--- src/sv/csv_field_tokenizer_defines.svh ---
// Assertion macros shared by the tokenizer modules.
`ifndef CSV_FIELD_TOKENIZER_DEFINES_SVH
`define CSV_FIELD_TOKENIZER_DEFINES_SVH

// Same-cycle implication, checked outside reset.
`define CSVFT_ASSERT_NOW(label, ante, cons, msg) \
  label: assert property (@(posedge clk) disable iff (!rst_n) (ante) |-> (cons)) \
    else $error(msg);

// Next-cycle implication, checked outside reset.
`define CSVFT_ASSERT_NEXT(label, ante, cons, msg) \
  label: assert property (@(posedge clk) disable iff (!rst_n) (ante) |=> (cons)) \
    else $error(msg);

`endif

--- src/sv/csvft_pkg.sv ---
package csvft_pkg;

  localparam logic [1:0] KIND_CHAR     = 2'd0;
  localparam logic [1:0] KIND_FIELD    = 2'd1;
  localparam logic [1:0] KIND_ROW      = 2'd2;
  localparam logic [1:0] KIND_OVERFLOW = 2'd3;

  localparam logic [7:0] CH_QUOTE   = 8'h22;
  localparam logic [7:0] CH_COMMA   = 8'h2C;
  localparam logic [7:0] CH_NEWLINE = 8'h0A;

  typedef struct packed {
    logic [1:0] kind;
    logic [7:0] ch;
  } res_t;

  // one queue entry: the results of one input transaction
  typedef struct packed {
    logic two;
    res_t r0;
    res_t r1;
  } ent_t;

endpackage

--- src/sv/csvft_fifo.sv ---
module csvft_fifo #(
  parameter int DEPTH = 4
) (
  input  logic            clk,
  input  logic            rst_n,
  input  logic            push,
  input  csvft_pkg::ent_t wr_ent,
  output logic            full,
  input  logic            pop,
  output logic            not_empty,
  output csvft_pkg::ent_t rd_ent
);

  localparam int PTR_W = (DEPTH > 1) ? $clog2(DEPTH) : 1;
  localparam int CNT_W = $clog2(DEPTH + 1);

  csvft_pkg::ent_t  mem_r [DEPTH];
  logic [PTR_W-1:0] wr_ptr_r, rd_ptr_r;
  logic [CNT_W-1:0] cnt_r;

  assign full      = (cnt_r == CNT_W'(DEPTH));
  assign not_empty = (cnt_r != '0);
  assign rd_ent    = mem_r[rd_ptr_r];

  always_ff @(posedge clk) begin
    if (push) begin
      mem_r[wr_ptr_r] <= wr_ent;
    end
  end

  always_ff @(posedge clk) begin
    if (!rst_n) begin
      wr_ptr_r <= '0;
      rd_ptr_r <= '0;
      cnt_r    <= '0;
    end else begin
      if (push) begin
        wr_ptr_r <= (wr_ptr_r == PTR_W'(DEPTH - 1)) ? '0 : wr_ptr_r + PTR_W'(1);
      end
      if (pop) begin
        rd_ptr_r <= (rd_ptr_r == PTR_W'(DEPTH - 1)) ? '0 : rd_ptr_r + PTR_W'(1);
      end
      if (push && !pop) begin
        cnt_r <= cnt_r + CNT_W'(1);
      end else if (pop && !push) begin
        cnt_r <= cnt_r - CNT_W'(1);
      end
    end
  end

endmodule

--- config.mk ---
export PLATFORM = sky130hd
export DESIGN_NAME = csvft_fifo
export DESIGN_NICKNAME = d
export VERILOG_FILES = /design/src/sv/csv_field_tokenizer_defines.svh /design/src/sv/csvft_pkg.sv /design/src/sv/csvft_fifo.sv
export SDC_FILE = /design/constraint.sdc
export NUM_CORES = 1
export LEC_CHECK = 0
export BUFFER_PORTS_ARGS = -buffer_cell sky130_fd_sc_hd__buf_4
export CAP_MARGIN = 20
export CELL_PAD_IN_SITES_DETAIL_PLACEMENT = 1
export CELL_PAD_IN_SITES_GLOBAL_PLACEMENT = 2
export CORE_ASPECT_RATIO = 0.7
export CORE_MARGIN = 10
export CORE_UTILIZATION = 43
export DETAILED_ROUTE_END_ITERATION = 8
export PLACE_DENSITY = 0.77
export REMOVE_ABC_BUFFERS = 1
export SYNTH_ARGS = -nofsm -noshare
export SYNTH_HDL_FRONTEND = slang
export SYNTH_SLANG_ARGS = --single-unit
--- constraint.sdc ---
create_clock -name clk -period 1.7 [get_ports clk]
set_input_delay 0.085 -clock clk [delete_from_list [all_inputs] [get_ports clk]]
set_output_delay 0.085 -clock clk [all_outputs]
set_load 0.05 [all_outputs]
After elaboration in Yosys (flattened, before gate mapping)
Memory sizes are Yosys's and may differ from the RTL's. A register that Yosys moved wholly into a read port is not among the register bits.
Index checks and enable logic that the tools add are counted.
{"block": "op_classes", "addsub": 4, "n_eq_ne": 3, "n_mux": 8, "reduce_logical": 6}
{"op": "2-to-1 mux 2 bit", "n": 4}
{"op": "2-to-1 mux 3 bit", "n": 2}
{"op": "adder 2 x 1 -> 2 bit, second input constant", "n": 2}
{"op": "== test 2 bit, second input constant", "n": 2}
{"op": "adder 3 x 1 -> 3 bit, second input constant", "n": 1}
{"op": "== test 3 bit, second input constant", "n": 1}
{"op": "nonzero test 3 bit", "n": 1}
{"op": "subtractor 3 x 1 -> 3 bit, second input constant", "n": 1}
{"op": "logical AND 1 bit", "n": 2}
{"op": "logical NOT 1 bit", "n": 2}
{"op": "2-to-1 mux 1 bit", "n": 2}
{"op": "nonzero test 2 bit", "n": 1}
{"block": "totals", "ff_bits": 7, "ramBits": 84, "elab_cells": 25, "n_memories": 1}
{"memory": "mem_r", "words": 4, "word_bits": 21, "read_ports": 1, "rd_ports_with_merged_regs": 1, "wr": 1, "line": "csvft_fifo.sv:17", "source": "csvft_pkg::ent_t mem_r [DEPTH];"}

Longest topological paths before layout
Gate-level depths: netlist of the first run.
{"block": "logic_depth", "depth_word": 4, "depth_mapped": 7, "ltp_nobuf": 7}

Worst setup path after synthesis of the first run
Ideal clock, no wire load.
{"block": "synth_path", "path_type": "register to output", "start": "register cnt_r[0]", "end": "output port full", "arrival_ns": 1.498, "required_ns": 1.615, "slack_ns": 0.117, "path_stages_with_launch": 2, "n_path_buf": 0, "cell_sequence": "dfxtp_1 > nor3b_1"}
{"block": "synth_via", "elab_chain_len": 1}
{"item": "start, declared", "line": "csvft_fifo.sv:19", "source": "logic [CNT_W-1:0] cnt_r;"}
{"item": "start signal, assigned", "line": "csvft_fifo.sv:44", "source": "cnt_r <= cnt_r + CNT_W'(1);"}
{"item": "start signal, assigned", "line": "csvft_fifo.sv:46", "source": "cnt_r <= cnt_r - CNT_W'(1);"}
{"item": "== test 3 bit", "line": "csvft_fifo.sv:21", "source": "assign full = (cnt_r == CNT_W'(DEPTH));"}
{"item": "end, declared", "line": "csvft_fifo.sv:8", "source": "output logic full,"}
No other way between the ends.

==> metrics.txt, run 1 <==
status=finished clean; vias in the first global route=2030; Pins Over Slew Limit=0; Hold Violations, Final=0; Area contributors post-synth=edfxtp_1 72%, mux4_2 13%, dfxtp_1 5.2%; Worst-Margin Slew=350 ps; post-DP HPWL=4700 um; Netlist cell types=21; drt drc=0; pin count of the biggest net entering global routing=22; Die Y=95.4 um; Leak=0.00165 uW; final setup vio count=0; DIE WIDTH=128 um; Max Freq=0.600 GHz; Ports=48; Critical Path AT=1580 ps; DP Worst Slack=-3.25 ps; ys flop type=edfxtp_1; total gr overflow=0; Slew HR=76.7%; post-layout instance area=4630 um2; total die area=12200 um2; Site Rows=27; via count=1752; Vias/cell=5.09; Hold Startpoint=rst_n; CTS clk-pin slew, worst paths=60 ps; Required @ worst endpoint=1620 ps; Cells after Synth=153; gpl congestion=0.698; CTS Buffer Depth=2; first-pass GRT wire length=11600 um; DP Area=4040 um2; Hold Path Class=primary input to register; CTS Sinks=93; top-count cell post-synth=edfxtp_1; root buf cell=clkbuf_16; fin util=58.9%; Startpoint Class=register; RSZ-0062 raised after global routing=yes; min Tclk post-route=1670 ps; max_cap viols=0; Area Overhead vs Synth=32.7%; Reg2Reg Capture Point=cnt_r[2]$_SDFFE_PN0P_; Antenna diodes=0; Hold Path Cell Cnt=2; Setup CP Type=register to output port; sequential area share after synthesis=77.4%; Antenna Violating Nets Remaining=0; number of synthesized flops with an enable pin=84; worst r2r src=cnt_r[0]$_SDFFE_PN0P_; Iter 0 DRT Violations=105; Total GRT Usage=12.6%; Port-buffer cells=47; final WL=7280 um; Reg2Reg Depth=4; Power Density=1220 nW/um2; CP max FO=11; CP Capture Type=output port; Hold Path End=cnt_r[1]$_SDFFE_PN0P_; VDD IR max=0.624 mV; synthesized area=3490 um2; #FFs+latches synth=93; PnR worst setup slack=33.7 ps; Yosys Warn Count=0; Wirelength per Cell=21.2 um; internal reg-to-reg setup slack=110 ps; drt first pass iters=4; layout cell share with drive strength beyond 1=38.3%; period utilization=98.0%; ys async rst share=0%; number of buffers created by CTS=9; core area=7870 um2; Commonest cells post-synth=84 x edfxtp_1, 20 x mux4_2, 9 x dfxtp_1, 6 x ha_1; H-tree lvl count=3; syn_area_per_cell=22.8 um2; Clock Latency Late Sink=330 ps; Layout Skew=5.74 ps; Synth area leader=edfxtp_1; Initial Utilization=44.3%; CTS tree=yes; post-synth top area share=72.3%; initial antenna violation count=0; nets=270
kinds of logic after synthesis:
| group | Yosys count | share of synthesized area [%] |
|---|---|---|
| AOI/OAI and AO/OA | 3 | 0.573 |
| and+or+nand+nor | 15 | 2.62 |
| adders and majority gates | 7 | 2.72 |
| xor gates and xnor gates | 2 | 0.502 |
| buffers and inverters | 8 | 1.36 |
| muxes | 25 | 14.8 |
| DFF | 93 | 77.4 |
power by group:
part | switching (uW) | internal [uW]
Sequential | 47.7 | 2610
Combinational | 529 | 371
Clock | 787 | 1280
worst max-delay path, cell delays in order (launching register included):
cell     delay, ps
dfxtp_4        380
buf_12         160
mux4_2         530
buf_6          170
worst max-delay path by stage:
stage | to | slack, ps | cells past startpoint
finish | rd_ent[10] | 30 | 3
global route | rd_ent[6] | -20 | 3
CTS | rd_ent[5] | 2 | 3
detailed placement | cnt_r[2]$_SDFFE_PN0P_ | -3 | 8
global placement | cnt_r[2]$_SDFFE_PN0P_ | 170 | 8
floorplan | rd_ent[1] | -340 | 1
registers in the layout, summed over array words and instances (netlist names), named ones only:
register	flops
mem_r	84
cnt_r	3
wr_ptr_r	2
rd_ptr_r	2
layer usage:
layer  part of all wire [%]  routed length (um)  global-route usage [%]
met5                      0                   0                       0
met4                   0.82                  60                    3.93
met3                    6.0                 438                    4.99
met2                     50                3640                    21.0
met1                     43                3140                    14.9
placed cells by master, fill, tap and decap left out, drive strengths merged:
cell type	netlist	final
and2	5	5
xnor2	1	1
nor3b	1	1
clkinvlp	0	1
edfxtp	84	84
inv	4	5
nor2b	5	5
a21boi	1	1
mux4	21	21
nor2	1	1
o21ai	1	1
xor2	1	1
clkinv	0	2
mux2i	4	4
ha	6	6
o21a	1	1
nor3	1	1
or3	2	2
buf	4	57
dfxtp	9	9
bufinv	0	2
dlygate4sd3	0	21
clkbuf	0	10
fa	1	1
timing repair:
action                                  4_1_cts  5_1_grt
hold endpoints to repair                     84        0
gates resized for setup                      10       11
endpoints found under the setup margin       15       19
pin swaps                                     0        0
hold buffers                                 21        0
setup buffers                                 0        0
layout make-up:
| type | count | area, um2 |
|---|---|---|
| clock inverters | 6 | 85.1 |
| repair buffers | 78 | 734 |
| clock buffers | 10 | 229 |
| inverters | 4 | 15.0 |
| well taps | 101 | 126 |
| flip-flops and latches | 93 | 2710 |
| fillers | 694 | 3240 |
| multi-input cells | 52 | 737 |
stage by stage:
step	std cells	TNS (ps)	total power, uW	hold WS (ps)
after floorplan	149	-4240	3220	184
after global placement	307	0	3480	284
after detailed placement	307	-3.25	3520	288
after CTS	344	0	5670	11.1
after global routing	344	-150	5850	42.9
final	344	0	5630	26.2
(Power assumes the default switching activity.)
==> run 2, diff against run 1 <==
--- a/config.mk
+++ b/config.mk
@@ -5,7 +5,7 @@
 export SDC_FILE = /design/constraint.sdc
 export NUM_CORES = 1
 export LEC_CHECK = 0
-export BUFFER_PORTS_ARGS = -buffer_cell sky130_fd_sc_hd__buf_4
+export BUFFER_PORTS_ARGS = -buffer_cell sky130_fd_sc_hd__buf_2
 export CAP_MARGIN = 20
 export CELL_PAD_IN_SITES_DETAIL_PLACEMENT = 1
 export CELL_PAD_IN_SITES_GLOBAL_PLACEMENT = 2
==> metrics.txt, run 2 (synthesized netlist as in run 1, its figures left out) <==
VDD IR max=0.939 mV; Fillers=683; Reg2Reg Capture Point=cnt_r[2]$_SDFFE_PN0P_; commonest non-fill, non-tap cells in the layout=84 x edfxtp_1, 26 x buf_2, 21 x mux4_2, 21 x dlygate4sd3_1, 21 x buf_6; Antenna Violating Nets Remaining=0; total power=5430 uW; Power Density=1190 nW/um2; CP Capture Type=output port; worst r2r src=cnt_r[0]$_SDFFE_PN0P_; nets=269; Hold Startpoint=rst_n; pin count of the biggest net entering global routing=22; Max Freq=0.591 GHz; RSZ-0062 raised after global routing=yes; Hold Path Class=primary input to register; Area Overhead vs Synth=31.1%; Layout Skew=4.90 ps; Site Rows=27; Pins Over Slew Limit=0; period utilization=99.5%; Iter 0 DRT Violations=142; core area=7870 um2; vias in the first global route=2017; Wirelength per Cell=20.2 um; layout cell share with drive strength beyond 1=37.6%; total die area=12200 um2; final WL=6920 um; Vias/cell=5.06; Leak=0.00162 uW; post-DP HPWL=4370 um; CTS clk-pin slew, worst paths=60 ps; Total GRT Usage=12.0%; Setup CP Type=register to output port; Worst-Margin Slew=344 ps; H-tree lvl count=3; Startpoint Class=register; Biggest register=mem_r; DIE WIDTH=128 um; Slew HR=77.1%; Initial Utilization=44.3%; Critical Path AT=1610 ps; first-pass GRT wire length=10900 um; max reg flops=84; internal reg-to-reg setup slack=170 ps; Die Y=95.4 um; total gr overflow=0; gpl congestion=0.688; min Tclk post-route=1690 ps; status=finished clean; Ports=48; CP max FO=5; CTS Sinks=93; Clock Latency Late Sink=340 ps; Antenna diodes=0; max_cap viols=0; drt first pass iters=4; root buf cell=clkbuf_16; number of buffers created by CTS=9; drt drc=0; Reg2Reg Depth=4; setup TNS=0 ps; Required @ worst endpoint=1620 ps; top flop regs=mem_r (84), cnt_r (3); CTS tree=yes; Hold Violations, Final=0; via count=1734; initial antenna violation count=0; final setup vio count=0; commonest non-fill, non-tap cell in the layout=edfxtp_1; CTS Buffer Depth=2; Port-buffer cells=47; Hold Path Cell Cnt=2
[run 2: cell count changes in the layout (fill, tap and decap cells not counted), sizes merged]
| cell | previous run | this run |
|---|---|---|
| buf | 57 | 55 |
| clkbuf | 10 | 12 |
| bufinv | 2 | 1 |
| clkinv | 2 | 3 |
| inv | 5 | 4 |
[run 2: timing repair]
action	in CTS	in global routing
endpoints found under the setup margin	21	21
cloned	1	1
hold endpoints to repair	84	0
hold buffers	21	0
setup buffers	0	0
gates resized for setup	44	1
[run 2: area by class of cell]
cell class	count	area, um2	share of cell area [%]
Clock buffer	11	233	5.09
Sequential cell	93	2710	59.1
Clock inverter	5	51.3	1.12
Multi-Input combinational cell	52	737	16.1
Tap cell	101	126	2.76
Timing Repair Buffer	77	707	15.4
Inverter	4	15.0	0.328
[run 2: per-stage QoR]
| step | instances | hold WS [ps] | setup slack (ps) | utilization, % | area (um2) |
|---|---|---|---|---|---|
| 4_1_cts | 342 | 44.6 | -40.9 | 57.8 | 4550 |
| 2_1_floorplan | 149 | 184 | -338 | - | 3460 |
| 3_5_place_dp | 304 | 306 | 66.2 | 49.5 | 3900 |
| 6_report | 343 | 64.8 | 8.98 | 58.1 | 4580 |
| 3_3_place_gp | 304 | 295 | 177 | 49.5 | 3900 |
| 5_1_grt | 343 | 71.1 | -54.9 | 58.1 | 4580 |
[run 2: where the power goes]
part / internal, uW / switching (uW)
Sequential: 2610 / 49.2
Clock: 1130 / 761
Combinational: 362 / 522
Total: 4100 / 1330
[run 2: how the worst max path moves through the flow]
stage / start / to / slack, ps
after floorplan: register / rd_ent[1] / -340
after CTS: register / rd_ent[3] / -40
after detailed placement: pop / cnt_r[2]$_SDFFE_PN0P_ / 70
after global placement: pop / cnt_r[2]$_SDFFE_PN0P_ / 180
final: register / rd_ent[8] / 9
after global routing: register / rd_ent[13] / -50
[run 2: worst max-delay path: stages (launching register included)]
cell,delay (ps)
dfxtp_4,400
clkbuf_16,170
mux4_2,520
buf_6,170
[run 2: routing by layer]
layer	vias to the layer above	track usage [%]	routed length [um]
met5	-	0	0
met4	0	4.77	110
met3	8	5.32	461
met2	45	19.4	3330
met1	890	13.8	3020
li1	791	-	-
