`src/sv/csv_field_tokenizer_defines.svh`:
```
// Assertion macros shared by the tokenizer modules.
`ifndef CSV_FIELD_TOKENIZER_DEFINES_SVH
`define CSV_FIELD_TOKENIZER_DEFINES_SVH

// Same-cycle implication, checked outside reset.
`define CSVFT_ASSERT_NOW(label, ante, cons, msg) \
  label: assert property (@(posedge clk) disable iff (!rst_n) (ante) |-> (cons)) \
    else $error(msg);

// Next-cycle implication, checked outside reset.
`define CSVFT_ASSERT_NEXT(label, ante, cons, msg) \
  label: assert property (@(posedge clk) disable iff (!rst_n) (ante) |=> (cons)) \
    else $error(msg);

`endif

```
`src/sv/csvft_pkg.sv`:
```
package csvft_pkg;

  localparam logic [1:0] KIND_CHAR     = 2'd0;
  localparam logic [1:0] KIND_FIELD    = 2'd1;
  localparam logic [1:0] KIND_ROW      = 2'd2;
  localparam logic [1:0] KIND_OVERFLOW = 2'd3;

  localparam logic [7:0] CH_QUOTE   = 8'h22;
  localparam logic [7:0] CH_COMMA   = 8'h2C;
  localparam logic [7:0] CH_NEWLINE = 8'h0A;

  typedef struct packed {
    logic [1:0] kind;
    logic [7:0] ch;
  } res_t;

  // one queue entry: the results of one input transaction
  typedef struct packed {
    logic two;
    res_t r0;
    res_t r1;
  } ent_t;

endpackage

```
`src/sv/csvft_back.sv`:
```
`include "csv_field_tokenizer_defines.svh"

module csvft_back (
  input  logic            clk,
  input  logic            rst_n,
  input  logic            q_not_empty,
  input  csvft_pkg::ent_t q_ent,
  output logic            q_pop,
  output logic            out_tvalid,
  input  logic            out_tready,
  output logic [7:0]      out_tdata,
  output logic [1:0]      out_tuser,
  output logic            out_tlast
);

  logic            valid_r;
  logic            sec_r;
  csvft_pkg::res_t cur_r;
  csvft_pkg::res_t hold_r;
  logic            last_r;
  logic            fire;
  logic            can_load;

  assign fire     = valid_r && out_tready;
  assign can_load = !valid_r || (fire && !sec_r);
  assign q_pop    = can_load && q_not_empty;

  always_ff @(posedge clk) begin
    if (!rst_n) begin
      valid_r <= 1'b0;
      sec_r   <= 1'b0;
    end else if (fire && sec_r) begin
      sec_r <= 1'b0;
    end else if (q_pop) begin
      valid_r <= 1'b1;
      sec_r   <= q_ent.two;
    end else if (fire) begin
      valid_r <= 1'b0;
    end
  end

  always_ff @(posedge clk) begin
    if (fire && sec_r) begin
      cur_r  <= hold_r;
      last_r <= 1'b1;
    end else if (q_pop) begin
      cur_r  <= q_ent.r0;
      hold_r <= q_ent.r1;
      last_r <= !q_ent.two;
    end
  end

  assign out_tvalid = valid_r;
  assign out_tdata  = cur_r.ch;
  assign out_tuser  = cur_r.kind;
  assign out_tlast  = last_r;

  `CSVFT_ASSERT_NOW(a_sec_valid, sec_r, valid_r, "second result pending without output")
  `CSVFT_ASSERT_NOW(a_char_zero, valid_r && cur_r.kind != csvft_pkg::KIND_CHAR,
                    cur_r.ch == 8'd0, "nonzero char on mark")
  `CSVFT_ASSERT_NEXT(a_sec_last, fire && sec_r, valid_r && last_r,
                     "second result not shown as last")

endmodule

```
`config.mk`:
```
export PLATFORM = sky130hd
export DESIGN_NAME = csvft_back
export DESIGN_NICKNAME = d
export VERILOG_FILES = /design/src/sv/csvft_pkg.sv /design/src/sv/csvft_back.sv
export VERILOG_INCLUDE_DIRS = /design/src /design/src/sv
export SDC_FILE = /design/constraint.sdc
export NUM_CORES = 1
export LEC_CHECK = 0
export BUFFER_PORTS_ARGS = -buffer_cell sky130_fd_sc_hd__buf_2
export CORE_MARGIN = 8
export CORE_UTILIZATION = 45
export CTS_CLUSTER_DIAMETER = 60
export DETAILED_ROUTE_END_ITERATION = 7
export PLACE_DENSITY = 0.76
export SLEW_MARGIN = 20
export SYNTH_ARGS = -nofsm -noshare
export SYNTH_HDL_FRONTEND = slang
export SYNTH_SLANG_ARGS = --single-unit
```
`constraint.sdc`:
```
create_clock -name clk -period 1.55 [get_ports clk]
set_input_delay 0.31 -clock clk [delete_from_list [all_inputs] [get_ports clk]]
set_output_delay 0.31 -clock clk [all_outputs]
set_load 0.01 [all_outputs]
```
---- Word level (Yosys, flattened, before mapping) ----
Cells that the tools add are included.
word-level totals
  register bits after elaboration ......... 23
  bits in latches ......................... 0
  bits in writable memories ............... 0
  bits in read-only memories .............. 0
  input bits .............................. 25
  logic and storage cells ................. 26
  memories kept ........................... 0
cells by class
  $add $sub $neg .......................... 0
  multiply operators ...................... 0
  div/mod/pow operators ................... 0
  magnitude comparators ................... 0
  equality and inequality tests ........... 0
  shift operators ......................... 0
  muxes and demuxes ....................... 4
  bitwise gates (word level) .............. 2
  reduce and logical (&&, ||, !) cells .... 13
operators by type and width
  operator             number
  10-bit 2-to-1 mux    2
  1-bit logical AND    4
  2-bit AND reduction  2
  2-bit nonzero test   2
  1-bit logical NOT    3
  1-bit 2-to-1 mux     2
  1-bit inverter       2
  2-bit OR reduction   1
  1-bit logical OR     1

---- Logic depth before layout (Yosys ltp) ----
Gate-level depths: netlist of run 1.
  depth in word-level cells ............... 6
  depth in mapped cells ................... 3

---- Least setup slack after synthesis of run 1 ----
Ideal clock, no wire load.
  kind .................................... register to register
  start point ............................. reg valid_r (netlist: out_tvalid)
  end point ............................... reg cur_r, in the netlist out_tdata[0], enable pin
  setup time .............................. 380 ps
  data arrival time ....................... 1087 ps
  required time ........................... 1170 ps
  slack ................................... 83 ps
  cell stages (with the launch flop) ...... 3
  buffers on the path ..................... 0
  cells stage by stage .................... dfxtp_1 -> a21oi_1 -> a21oi_1
between the ends
  cells in the longest elaborated chain, start to end .. 5
RTL lines
  element                           RTL line          text
  start: declaration                csvft_back.sv:16  logic valid_r;
  start signal: assignment          csvft_back.sv:30  valid_r <= 1'b0;
  start signal: assignment          csvft_back.sv:35  valid_r <= 1'b1;
  start signal: assignment          csvft_back.sv:38  valid_r <= 1'b0;
  1-bit logical AND                 csvft_back.sv:24  assign fire = valid_r && out_tready;
  1-bit logical AND                 csvft_back.sv:25  assign can_load = !valid_r || (fire && !sec_r);
  1-bit logical OR                  csvft_back.sv:25
  1-bit logical AND                 csvft_back.sv:26  assign q_pop = can_load && q_not_empty;
  2-bit nonzero test (no line) (*)  n/a
  end signal: assignment            csvft_back.sv:44  cur_r <= hold_r;
  end signal: assignment            csvft_back.sv:47  cur_r <= q_ent.r0;
  end: declaration                  csvft_back.sv:18  csvft_pkg::res_t cur_r;
Mark *: on every way between the ends. The rest lies on a longest branch, timed or not.
A chain may end at the register's enable or synchronous reset.

---- Worst setup path in the final report of run 1 ----
  start point ............................. reg sec_r
  end point ............................... out q_pop
between the ends
  cells in the longest elaborated chain, start to end .. 4
RTL lines
  element                   RTL line          text
  start: declaration        csvft_back.sv:17  logic sec_r;
  start signal: assignment  csvft_back.sv:36  sec_r <= q_ent.two;
  1-bit logical NOT         csvft_back.sv:25
  1-bit logical AND         csvft_back.sv:25
  1-bit logical OR          csvft_back.sv:25
  1-bit logical AND         csvft_back.sv:26
  end: declaration          csvft_back.sv:8   output logic q_pop,
No other way between the ends.

==> out/qor.csv, run 1 <==
stage,metric,value,unit
worst_setup_path,CP Launch Point,sec_r$_SDFFE_PP0P_,
worst_setup_path,Worst EP arrival,1130,ps
worst_setup_path,Worst Path Buf+Inv,1,
synth,"EDFF count, synth",20,
synth,"Seq/Total Area, Yosys",72.2,%
sta,Fin Setup TNS,0,ps
clock_network,root buf cell,clkbuf_4,
sta,fmax,0.696,GHz
sta,hold_ws,178,ps
clock_network,later-pin clock latency in the skew report,300,ps
routing,M1 WL,540,um
clock_network,CTS clock-pin slew for the worst setup and hold paths,110,ps
routing,vias per cell,4.69,
synth,Mapped Cells,50,
sta,RSZ-0062 raised after global routing,false,
sta,Slew Limit Fails,0,
floorplanning,Die Y,61.1,um
final_layout,layout cell share with drive strength beyond 1,59.8,%
floorplanning,core area,1940,um2
grt,initial antenna violation count,0,
worst_setup_path,RR Endpoint,out_tdata[2]$_DFFE_PP_,
synth,Syn Area/Cell,18.3,um2
clock_network,htree depth,1,
synth,asr flop ratio synth,0,%
placed_design,DP HPWL,1.33,mm
worst_setup_path,R2R setup slack,160,ps
sta,Worst Clk Skew,1.62,ps
synth,Mapped Area,915,um2
synth,Synth Flop Type,edfxtp_1,
final_layout,area delta synth->final,27.8,%
clock_network,CTS tree,yes,
synth,post-synth top area cell,edfxtp_1,
routing,DRT iter0 DRCs,5,
status,status,finished clean,
final_layout,final net count,118,
floorplanning,width of the die,61.1,um
worst_setup_path,reg2reg start,sec_r$_SDFFE_PP0P_,
floorplanning,die area,3730,um2
power_and_ir_drop,Pwr Density,965,nW/um2
worst_setup_path,crit end category,primary output,
final_layout,Post-Route Utilization,60.2,%
worst_setup_path,Crit path required time,1240,ps
floorplanning,I/O pin total,38,
clock_network,TritonCTS Sinks,23,
synth,synth unique cells,14,
placed_design,PortBufs,37,
synth,"count leader, synth",edfxtp_1,
worst_setup_path,CP max FO,4,
grt,largest net degree at the start of global routing,13,
worst_setup_path,Crit-path slowest cell,dfxtp_1,
worst_setup_path,worst-path cell chain,o21ai_2 -> and2_1 -> buf_2,
final_layout,Filler Cell Count,165,
grt,vias in the first global route,593,
routing,top layer in use,met4,
grt,first-pass GRT wire length,2.45,mm
routing,drt pass-1 iters,4,
routing,met2 wire length,928,um
grt,gr usage total,9.20,%
synth,yosys warns,0,
routing,met3 WL,97,um
synth,syn_nets,75,
worst_setup_path,cell family with most CP delay,flip-flops,
worst_setup_path,crit start category,flop,
clock_network,TritonCTS Buffers,3,
worst_setup_path,CP peak stage delay,370,ps
sta,fin crit period,1440,ps
sta,Slew HR,76.0,%
routing,WL final,1.61,mm
power_and_ir_drop,worst vdd ir,604,uV
grt,total gr overflow,0,
routing,DR DRC count,0,
sta,actual slew at the worst max-slew pin,360,ps
sta,endpoints failing hold,0,
worst_hold_path,HP Class,in -> reg,
floorplanning,FP Rows,16,
sta,period utilization,92.7,%
sta,final setup vio count,0,
placed_design,Final GP Congestion,0.677,
worst_setup_path,R2R depth,2,
job,# Max-Cap Violations,0,
synth,Synth top area share,65.7,%
worst_setup_path,critical path depth,3,
routing,antenna-violating nets left,0,
final_layout,diode count,0,
synth,"flops & latches, synth",23,
worst_setup_path,crit path capture,q_pop,
final_layout,area of the multi-input gates,239,um2
clock_network,Clock Tree Buf Depth,2,
routing,via count,558,
floorplanning,Initial Utilization,47.1,%
final_layout,FF+latch area,662,um2
power_and_ir_drop,Static Leak,0.000523,uW
worst_setup_path,CP Class,reg -> out,
synth,Post-synth top cells,"edfxtp_1 (20), mux2_4 (9), a21oi_1 (3), dfxtp_1 (3), o21ai_0 (3)",
routing,WL/cell,13.5,um
synth,"top cells by area, synth","edfxtp_1 (66%), mux2_4 (15%), dfxtp_1 (6.6%)",
-- worst min-delay path by stage --
stage                        start                   to  cells after the start
final                     q_ent[4]  hold_r[4]$_DFFE_PP_                      1
after global routing      q_ent[4]  hold_r[4]$_DFFE_PP_                      1
after CTS                 q_ent[4]  hold_r[4]$_DFFE_PP_                      1
after detailed placement  q_ent[8]  hold_r[8]$_DFFE_PP_                      1
after global placement    q_ent[6]  hold_r[6]$_DFFE_PP_                      1
after floorplan           q_ent[0]  hold_r[0]$_DFFE_PP_                      0
-- worst register-to-register path, stage by stage (launching register included) --
cell,delay (ps)
dfxtp_1,420
nand3_2,320
mux2_4,410
-- power breakdown --
part	switching [uW]	internal, uW	total [uW]
clock network	161	100	261
logic	60.5	71.1	132
registers	15.2	721	736
total	236	892	1130
-- what timing repair did --
| item | 4_1_cts | 5_1_grt |
|---|---|---|
| setup endpoints to repair | 1 | 1 |
| gates resized for setup | 2 | 1 |
| hold buffers | 0 | 0 |
| setup buffers | 0 | 0 |
| gates cloned | 0 | 0 |
-- layout by cell type (no fill, tap or decap), drive strengths merged --
master / Yosys / routed
inv: 2 / 2
nand2b: 1 / 1
nand3: 1 / 1
dfxtp: 3 / 3
and2: 2 / 2
edfxtp: 20 / 20
mux2: 10 / 10
and3: 2 / 2
o21ai: 3 / 3
a21boi: 1 / 1
a21oi: 3 / 3
a32o: 1 / 1
buf: 1 / 39
clkbuf: 0 / 4
-- cell type report --
class / count / share of cell area (%)
Tap cell: 27 / 2.89
Timing Repair Buffer: 39 / 17.1
Inverter: 2 / 0.642
Multi-Input combinational cell: 24 / 20.4
Clock buffer: 4 / 2.25
Sequential cell: 23 / 56.6
-- sequential cells by signal, indices dropped and copies added, names as in the netlist --
register,count
hold_r,10
sec_r,1
out_tdata,8
out_tuser,2
out_tlast,1
out_tvalid,1
-- through the flow --
step / instance area, um2 / total power, uW / instances / setup slack [ps]
floorplan: 915 / 811 / 50 / 82.6
CTS: 1160 / 1140 / 119 / 62.3
finish: 1170 / 1130 / 119 / 114
global placement: 1140 / 875 / 115 / 134
detailed placement: 1140 / 883 / 115 / 52.7
global route: 1170 / 1180 / 119 / 43.0
-- cell families (layout without fill, tap and decap cells) --
| logic type | Yosys count | count (layout) | synth area share (%) |
|---|---|---|---|
| multiplexers | 10 | 10 | 16.0 |
| AO/OA/AOI/OAI | 8 | 8 | 5.20 |
| flip-flops | 23 | 23 | 72.2 |
| buffers and inverters | 3 | 45 | 2.05 |
| AND/OR/NAND/NOR | 6 | 6 | 4.51 |
-- layer usage --
metal  up-vias  GRT usage, %
met5         -             0
met4         0          8.64
met3         4          1.46
met2        17          17.9
met1       262          7.46
li1        275             -
Power figures use the tool's default switching activity.
==> run 2, diff against run 1 <==
--- a/config.mk
+++ b/config.mk
@@ -12,6 +12,7 @@
 export CTS_CLUSTER_DIAMETER = 60
 export DETAILED_ROUTE_END_ITERATION = 7
 export PLACE_DENSITY = 0.76
+export REMOVE_ABC_BUFFERS = 1
 export SLEW_MARGIN = 20
 export SYNTH_ARGS = -nofsm -noshare
 export SYNTH_HDL_FRONTEND = slang
==> out/qor.csv, run 2 (synthesized netlist as in run 1, its figures left out) <==
stage,metric,value,unit,change
floorplanning,Initial Utilization,47.1,%,unchanged
worst_setup_path,Worst EP arrival,1120,ps,about the same
worst_setup_path,worst-path cell chain,o21ai_2 -> and2_1 -> buf_2,,
placed_design,PortBufs,37,,unchanged
routing,drt pass-1 iters,4,,unchanged
clock_network,htree depth,1,,unchanged
worst_hold_path,Hold Path Sink,hold_r[5]$_DFFE_PP_,,
routing,vias per cell,4.45,,-5.0%
floorplanning,FP Rows,16,,unchanged
routing,antenna-violating nets left,0,,unchanged
final_layout,"Cell Count, Final, Fillers Out",119,,unchanged
floorplanning,width of the die,61.1,um,unchanged
sta,fmax,0.697,GHz,+0.18%
power_and_ir_drop,Pwr Total,1130,uW,-0.16%
sta,actual slew at the worst max-slew pin,347,ps,-12.8 ps
worst_hold_path,HP Class,in -> reg,,
final_layout,diode count,0,,unchanged
clock_network,CTS clock-pin slew for the worst setup and hold paths,110,ps,about the same
placed_design,Placed Area,1150,um2,+1.1%
power_and_ir_drop,worst vdd ir,643,uV,+6.5%
final_layout,max FFs per register,10,,unchanged
power_and_ir_drop,Pwr Density,953,nW/um2,-1.3%
worst_setup_path,crit end category,primary output,,
grt,met3 Use GR,1.67,%,+0.21 points
worst_setup_path,CP Class,reg -> out,,
floorplanning,Die Y,61.1,um,unchanged
sta,Worst Clk Skew,1.51,ps,-0.109 ps
routing,WL final,1.52,mm,-5.7%
worst_setup_path,reg2reg start,sec_r$_SDFFE_PP0P_,,
clock_network,later-pin clock latency in the skew report,290,ps,about the same
worst_hold_path,Worst Hold Path Cells,1,,unchanged
worst_hold_path,min-delay src,q_ent[5],,
clock_network,root buf cell,clkbuf_4,,
final_layout,"commonest non-fill, non-tap cell in the layout",buf_2,,
sta,endpoints failing hold,0,,unchanged
grt,GR peak layer,met2,,
routing,DR DRC count,0,,unchanged
status,status,finished clean,,
placed_design,Final GP Congestion,0.692,,+2.3%
grt,total gr overflow,0,,unchanged
routing,via count,530,,-5.0%
power_and_ir_drop,Static Leak,0.000530,uW,+1.3%
grt,Global Route met1 Usage,10.3,%,+2.8 points
final_layout,most frequent cells in the layout,"buf_2 (37), edfxtp_1 (20), mux2_4 (9)",,
floorplanning,core area,1940,um2,unchanged
grt,routing usage on met2,13.3,%,-4.6 points
grt,largest net degree at the start of global routing,14,,+1
clock_network,Clock Tree Buf Depth,2,,unchanged
routing,DRT iter0 DRCs,6,,+1
floorplanning,I/O pin total,38,,unchanged
final_layout,final net count,118,,unchanged
placed_design,DP HPWL,1.25,mm,-6.1%
worst_setup_path,R2R depth,2,,unchanged
grt,initial antenna violation count,0,,unchanged
clock_network,"Hold-fix buffers, CTS",0,,unchanged
placed_design,placed cells,115,,unchanged
clock_network,TritonCTS Sinks,23,,unchanged
sta,fin crit period,1430,ps,-2.52 ps
clock_network,TritonCTS Buffers,3,,unchanged
worst_setup_path,R2R setup slack,180,ps,+20 ps
clock_network,post-CTS sizing,1,,-1
worst_setup_path,CP peak stage delay,370,ps,about the same
worst_setup_path,CP max FO,4,,unchanged
final_layout,Reg with most FFs,hold_r,,
sta,period utilization,92.5,%,-0.16 points
clock_network,# Post-CTS Setup Buffers,0,,unchanged
worst_setup_path,crit start category,flop,,
final_layout,fin area,1180,um2,+1.2%
final_layout,layout cell share with drive strength beyond 1,60.9,%,+1.1 points
sta,final setup vio count,0,,unchanged
sta,Slew Limit Fails,0,,unchanged
routing,WL/cell,12.8,um,-5.7%
job,# Max-Cap Violations,0,,unchanged
clock_network,CTS tree,yes,,
worst_setup_path,RR Endpoint,out_tdata[1]$_DFFE_PP_,,
sta,RSZ-0062 raised after global routing,false,,
grt,gr usage total,8.77,%,-0.43 points
sta,Fin Setup TNS,0,ps,unchanged
final_layout,area delta synth->final,29.3,%,
worst_setup_path,Crit path required time,1240,ps,about the same
grt,first-pass GRT wire length,2.38,mm,-2.8%
sta,Slew HR,76.9,%,+0.85 points
floorplanning,die area,3730,um2,unchanged
worst_setup_path,Crit-path slowest cell,dfxtp_1,,
grt,vias in the first global route,545,,-8.1%
## run 2: changes by cell type in the layout (fill, tap and decap cells not counted)
cell and change:
buf_12 +1, buf_4 -1, clkbuf_1 -1, clkinv_2 +1
## run 2: final cells by class
cell class / count / area, um2
clock buffer: 3 / 22.5
clock inverter: 1 / 5.00
fill: 156 / 759
inverter: 2 / 7.51
multi-input combinational: 24 / 239
sequential: 23 / 662
tap: 27 / 33.8
timing repair buffer: 39 / 213
## run 2: power breakdown
group / total (uW) / leakage (uW) / internal (uW) / switching (uW)
clock network: 256 / 0.0000177 / 96.0 / 160
registers: 735 / 0.000219 / 721 / 14.1
logic: 136 / 0.000293 / 75.7 / 60.1
total: 1130 / 0.000530 / 892 / 234
## run 2: through the flow
step / hold slack (ps) / setup slack (ps) / util [%]
after detailed placement: 488 / 125 / 59.2
after CTS: 168 / 33.7 / 60.6
after global routing: 159 / 40.5 / 60.9
after floorplan: 409 / 82.6 / -
final: 179 / 116 / 60.9
after global placement: 488 / 174 / 59.2
## run 2: routing by layer
layer	wire (um)	share of wire [%]	up-vias
met3	123	8.1	2
met1	572	38	229
met5	0	0	-
met2	792	52	21
met4	30	2.0	0
li1	-	-	278
## run 2: worst max-delay path: cells and delay by family, from the launching register on
family,cells,cell delay (ps)
compound gates,1,200
buf+inv,1,120
flops,1,370
simple gates,1,140
## run 2: worst max-delay path by stage
stage,start,endpoint,slack (ps),cells after the start
floorplan,out_tvalid$_SDFFE_PN0P_,out_tdata[0]$_DFFE_PP_,80,2
global placement,out_tready,hold_r[4]$_DFFE_PP_,170,5
detailed placement,out_tready,hold_r[4]$_DFFE_PP_,130,5
CTS,out_tvalid$_SDFFE_PN0P_,q_pop,30,3
global route,sec_r$_SDFFE_PP0P_,q_pop,40,3
finish,sec_r$_SDFFE_PP0P_,q_pop,120,3
